<file path="src/whc_pkg.sv">
//------------------------------------------------------------------------------
// whc_pkg
// Shared types, constants and helper functions of the word histogram block.
//------------------------------------------------------------------------------
`default_nettype none
package whc_pkg;
	localparam int unsigned DictSizeDefault = 1024;
	localparam int unsigned QueueDepth = 2;

	localparam logic [63:0] GOLDEN   = 64'h9E3779B97F4A7C15;
	localparam logic [63:0] MIX1     = 64'hBF58476D1CE4E5B9;
	localparam logic [63:0] MIX2     = 64'h94D049BB133111EB;
	localparam logic [63:0] POS_MUL  = 64'hD1B54A32D192ED03;
	localparam logic [63:0] FNV_INIT = 64'hCBF29CE484222325;
	localparam logic [63:0] FNV_PRIME = 64'h00000100000001B3;

	localparam logic [1:0] FUNC_COUNT = 2'd0;
	localparam logic [1:0] FUNC_LOAD  = 2'd1;
	localparam logic [1:0] FUNC_SETPOS = 2'd2;

	localparam logic [1:0] REG_SEED  = 2'd0;
	localparam logic [1:0] REG_TOTAL = 2'd1;
	localparam logic [1:0] REG_INTV  = 2'd2;

	// Multiplication by the FNV prime (2^40 + 0x1B3) as shift and narrow multiply.
	function automatic logic [63:0] fnv_mul(input logic [63:0] h);
		logic [63:0] lo;
		lo = h * 64'h1B3;
		return lo + {h[23:0], 40'd0};
	endfunction

	// Classified request handed from the front part to the back part.
	typedef struct packed {
		logic [1:0]  func;
		logic [9:0]  word_id;
		logic [63:0] count_value;
		logic [63:0] position;
	} req_t;

	typedef struct packed {
		logic [63:0] epoch_number;
		logic [63:0] fingerprint;
		logic [63:0] words_done;
		logic        final_flag;
		logic        last_of_run;
	} res_t;
endpackage
`default_nettype wire

</file>
<file path="src/whc_if.sv">
//------------------------------------------------------------------------------
// whc_in_if / whc_out_if
// Valid-ready channels for requests and result events.
//------------------------------------------------------------------------------
`default_nettype none
interface whc_in_if;
	logic        valid;
	logic        ready;
	logic [1:0]  func;
	logic [9:0]  word_id;
	logic [63:0] count_value;
	logic [63:0] position;
	modport source (output valid, func, word_id, count_value, position, input ready);
	modport sink (input valid, func, word_id, count_value, position, output ready);
endinterface

`default_nettype wire

</file>
<file path="src/whc_front.sv">
//------------------------------------------------------------------------------
// whc_front
// Accepts requests, drops unused codes and queues them for the back part.
//------------------------------------------------------------------------------
`default_nettype none
module whc_front (
	input  wire logic          clk,
	input  wire logic          arst_n,
	whc_in_if.sink             in_ch,
	output      whc_pkg::req_t q_req,
	output      logic          q_valid,
	input  wire logic          q_pop
);
	import whc_pkg::*;

	req_t       buf_q [QueueDepth];
	logic       rd_q, wr_q;
	logic [1:0] cnt_q;
	logic       push;
	req_t       req;

	assign in_ch.ready = (cnt_q != 2'(QueueDepth));
	assign req = '{func: in_ch.func, word_id: in_ch.word_id,
		count_value: in_ch.count_value, position: in_ch.position};
	// The unused code is accepted and discarded here.
	assign push = in_ch.valid && in_ch.ready && (in_ch.func != 2'd3);
	assign q_valid = (cnt_q != 2'd0);
	assign q_req = buf_q[rd_q];

	// Two-entry queue.
	always_ff @(posedge clk or negedge arst_n) begin
		if (!arst_n) begin
			rd_q <= 1'b0;
			wr_q <= 1'b0;
			cnt_q <= 2'd0;
		end else begin
			if (push) wr_q <= ~wr_q;
			if (q_pop) rd_q <= ~rd_q;
			cnt_q <= cnt_q + 2'(push) - 2'(q_pop);
		end
	end

	always_ff @(posedge clk) begin
		if (push) buf_q[wr_q] <= req;
	end

	assert property (@(posedge clk) disable iff (!arst_n) q_pop |-> q_valid)
		else $error("pop from empty queue");
	assert property (@(posedge clk) disable iff (!arst_n) cnt_q <= 2'(QueueDepth))
		else $error("queue overflow");
	assert property (@(posedge clk) disable iff (!arst_n)
		(push && !q_pop) |=> cnt_q == $past(cnt_q) + 2'd1)
		else $error("queue count slip");
endmodule
`default_nettype wire

</file>
<file path="src/flat_wrapper.sv">
// flat-port wrapper written by rule: the top's interface ports become plain ports
module whc_front_flat import whc_pkg::*;
  (clk, arst_n, q_req, q_valid, q_pop, in_ch_valid, in_ch_func, in_ch_word_id, in_ch_count_value, in_ch_position, in_ch_ready);
  whc_in_if in_ch_i ();
  input  wire logic clk;
  input  wire logic arst_n;
  output      whc_pkg::req_t q_req;
  output      logic q_valid;
  input  wire logic q_pop;
  input wire logic [$bits(in_ch_i.valid)-1:0] in_ch_valid;
  input wire logic [$bits(in_ch_i.func)-1:0] in_ch_func;
  input wire logic [$bits(in_ch_i.word_id)-1:0] in_ch_word_id;
  input wire logic [$bits(in_ch_i.count_value)-1:0] in_ch_count_value;
  input wire logic [$bits(in_ch_i.position)-1:0] in_ch_position;
  output wire logic [$bits(in_ch_i.ready)-1:0] in_ch_ready;
  assign in_ch_i.valid = in_ch_valid;
  assign in_ch_i.func = in_ch_func;
  assign in_ch_i.word_id = in_ch_word_id;
  assign in_ch_i.count_value = in_ch_count_value;
  assign in_ch_i.position = in_ch_position;
  assign in_ch_ready = in_ch_i.ready;
  whc_front u_core (.clk(clk), .arst_n(arst_n), .in_ch(in_ch_i), .q_req(q_req), .q_valid(q_valid), .q_pop(q_pop));
endmodule
</file>
<file path="config.mk">
export PLATFORM = sky130hd
export DESIGN_NAME = whc_front_flat
export DESIGN_NICKNAME = d
export VERILOG_FILES = /design/src/whc_pkg.sv /design/src/whc_if.sv /design/src/whc_front.sv /design/src/flat_wrapper.sv
export SDC_FILE = /design/constraint.sdc
export NUM_CORES = 1
export LEC_CHECK = 0
export BUFFER_PORTS_ARGS = -buffer_cell sky130_fd_sc_hd__buf_2
export CORE_ASPECT_RATIO = 0.5
export CORE_MARGIN = 4
export CORE_UTILIZATION = 58
export CTS_BUF_LIST = sky130_fd_sc_hd__clkbuf_4 sky130_fd_sc_hd__clkbuf_8
export DETAILED_ROUTE_END_ITERATION = 7
export GPL_TIMING_DRIVEN = 0
export MAX_ROUTING_LAYER = met4
export PLACE_DENSITY = 0.95
export SLEW_MARGIN = 5
export SYNTH_ARGS = -nofsm -noshare
export SYNTH_HDL_FRONTEND = slang
export SYNTH_SLANG_ARGS = --single-unit
</file>
<file path="constraint.sdc">
create_clock -name clk -period 16.4 [get_ports clk]
set_input_delay 0.82 -clock clk [delete_from_list [all_inputs] [get_ports clk]]
set_output_delay 0.82 -clock clk [all_outputs]
set_load 0.005 [all_outputs]
</file>
==> impl_metrics.json <==
{
  "viasPerCell": 5.19,
  "start_util_pct": 60.3,
  "drive_above_1_share_pct": 63.5,
  "place_area_mm2": 0.0127,
  "die_area_mm2": 0.0208,
  "drc": 0,
  "crit_path_frequent_cell": "buf_6",
  "crit_fanout": 10,
  "post_synth.cell_area_avg_um2": 23.5,
  "drv_cap": 0,
  "worstRegToRegCells": 6,
  "end_kind": "primary output",
  "finalHoldViolCount": 0,
  "gp_congestion": 0.729,
  "die_w_um": 200,
  "synth_top_cell_by_area": "edfxtp_1",
  "synth_common_cells": "edfxtp_1 (280), mux2_4 (90), mux2_2 (50), buf_6 (10), buf_2 (5)",
  "fin_util_pct": 76.2,
  "slowest_stage": "dfrtp_1",
  "yosys.cell_count.top_type": "edfxtp_1",
  "crit_chain": "buf_6 -> buf_8 -> buf_6 -> mux2_4 -> buf_2",
  "fp-row-count": 34,
  "final_nets": 938,
  "numClockSinks": 284,
  "r2r_setup_slack_ns": 13.95,
  "cts-root-buf": "clkbuf_8",
  "grt_pass1_vias": 6069,
  "place_hpwl_mm": 15.9,
  "r2r_end": "u_core.buf_q[1][94]",
  "cts_inserted_buffers": 39,
  "core_mm2": 0.0177,
  "rsz0062_at_grt": "false",
  "drtAntennaViolNets": 0,
  "p_leak_nw": 5.35,
  "reg2reg_from": "u_core.cnt_q[1]",
  "period_share_pct": 16.2,
  "skew_ns": 0.0161,
  "n_fill_cell": 954,
  "yosys-top-cells-area": "edfxtp_1 (79%), mux2_4 (13%), mux2_2 (5.3%)",
  "antenna_found_initial": 2,
  "post-place-ws_ns": 13.48,
  "drt-pass1-iter-count": 5,
  "slew_headroom_pct": 49.5,
  "crit_path_start_kind": "register",
  "synth_seq_cells": 284,
  "clkTransAtPathRegs_ns": 0.06,
  "wire_per_inst_um": 21.2,
  "cp.arrival_ns": 1.84,
  "io_pins": 286,
  "critPathTopFamily": "buffers and inverters",
  "cts_tree": "built",
  "fmax_mhz": 376,
  "grtUsageTotal_pct": 21.7,
  "power_density_mw_per_mm2": 165,
  "cts.path.max_buffers": 3,
  "fin_ws_ns": 13.74,
  "p_total_w": 0.00222,
  "drv_slew": 0,
  "cp-startpoint": "u_core.rd_q",
  "status": "finished clean",
  "finalWirelength_mm": 22.4,
  "drtIter0Drc": 333,
  "cp.buffers_inverters": 4,
  "yosys_warnings": 0,
  "worst_pin_slew_ns": 0.756,
  "hp-class": "in -> async",
  "ir_drop_uv": 93.6,
  "grt_pass1_wl_mm": 33.4,
  "synth-edff-count": 280,
  "clock_latency_ns": 0.53,
  "syn_area_mm2": 0.0107,
  "cp.required_ns": 15.58,
  "final_cell_area_mm2": 0.0135,
  "setup_violations": 0,
  "fin_tns_setup_ns": 0,
  "ys_async_sr_fraction_pct": 1.41,
  "ys_seq_area_share_pct": 79.7,
  "synth.distinct_cells": 17,
  "gr-total-overflow": 0,
  "min_period_ns": 2.66,
  "grt_max_degree": 29,
  "max_stage_delay_ns": 0.35,
  "post-cts-setup-buffers": 0,
  "area_growth_pct": 26.2,
  "cts_hold_buffers": 0,
  "synth_fp_nets": 600,
  "die_h_um": 104,
  "num_vias": 5471,
  "numPortBuffers": 285,
  "synth_cells": 455,
  "worstSetupPathType": "reg -> out",
  "synth_top_area_share_pct": 78.8,
  "htree_levels": 2,
  "synth-main-ff-cell": "edfxtp_1",
  "cts-resized-gates": 0
}
## how the worst max path moves through the flow
| stage | endpoint | slack (ns) | cells past startpoint |
|---|---|---|---|
| floorplan | u_core.buf_q[0][0] | 8.86 | 3 |
| global placement | u_core.buf_q[1][85] | 6.04 | 4 |
| detailed placement | u_core.buf_q[1][81] | 13.48 | 7 |
| CTS | q_req[61] | 13.68 | 5 |
| global route | q_req[74] | 13.63 | 5 |
| finish | q_req[44] | 13.74 | 5 |
## final cells by class
type	instances	area [um^2]	area share [%]
antenna	2	5.00	0.0371
buffer	16	153	1.13
clock buffer	61	714	5.30
clock inverter	6	32.5	0.241
inverter	2	7.51	0.0557
multi-input combinational	153	2020	15.0
sequential	284	8510	63.1
tap	234	293	2.17
timing repair buffer	297	1740	12.9
## metrics by stage
stage | hold slack [ns] | std cells
floorplan | 0.468 | 455
global placement | 0.484 | 974
detailed placement | 0.578 | 986
CTS | 0.0671 | 1053
global route | 0.0562 | 1055
finish | 0.102 | 1055
## registers in the layout, summed over array words and instances (netlist names)
signal	flops
u_core.cnt_q	2
u_core.rd_q	1
u_core.wr_q	1
u_core.buf_q	280
## kinds of logic (layout without fill, tap and decap cells)
| logic type | after synthesis | after routing | share of synthesized area, % |
|---|---|---|---|
| flops | 284 | 284 | 79.7 |
| fa+ha+maj | 1 | 1 | 0.117 |
| simple gates | 7 | 7 | 0.352 |
| mux | 140 | 140 | 17.9 |
| other cells | 0 | 2 | 0 |
| buf+inv | 18 | 382 | 1.50 |
| xor+xnor | 5 | 5 | 0.410 |
## layout by cell type, fill, tap and decap left out, types with 2 or more instances in the layout
master	instances
buf_2	290
edfxtp_1	280
mux2_4	90
mux2_2	50
clkbuf_8	41
clkbuf_4	20
buf_6	10
buf_16	10
dfrtp_1	4
xor2_1	3
clkinv_1	3
diode_2	2
inv_1	2
xnor2_1	2
nor2_4	2
buf_12	2
## routing by layer
layer / global-route usage (%) / vias up / part of all wire, %
met1: 24.5 / 2748 / 38
met2: 38.8 / 173 / 54
met4: 6.93 / 0 / 2.9
li1: - / 2494 / -
met3: 4.69 / 56 / 4.7
met5: - / - / 0
## power by group
| part | leakage [nW] | switching (W) | total [W] | internal, W |
|---|---|---|---|---|
| Sequential | 2.63 | 0.0000334 | 0.000982 | 0.000948 |
| Combinational | 2.33 | 0.000329 | 0.000718 | 0.000389 |
| Clock | 0.400 | 0.000246 | 0.000523 | 0.000276 |
(Power assumes the default switching activity.)
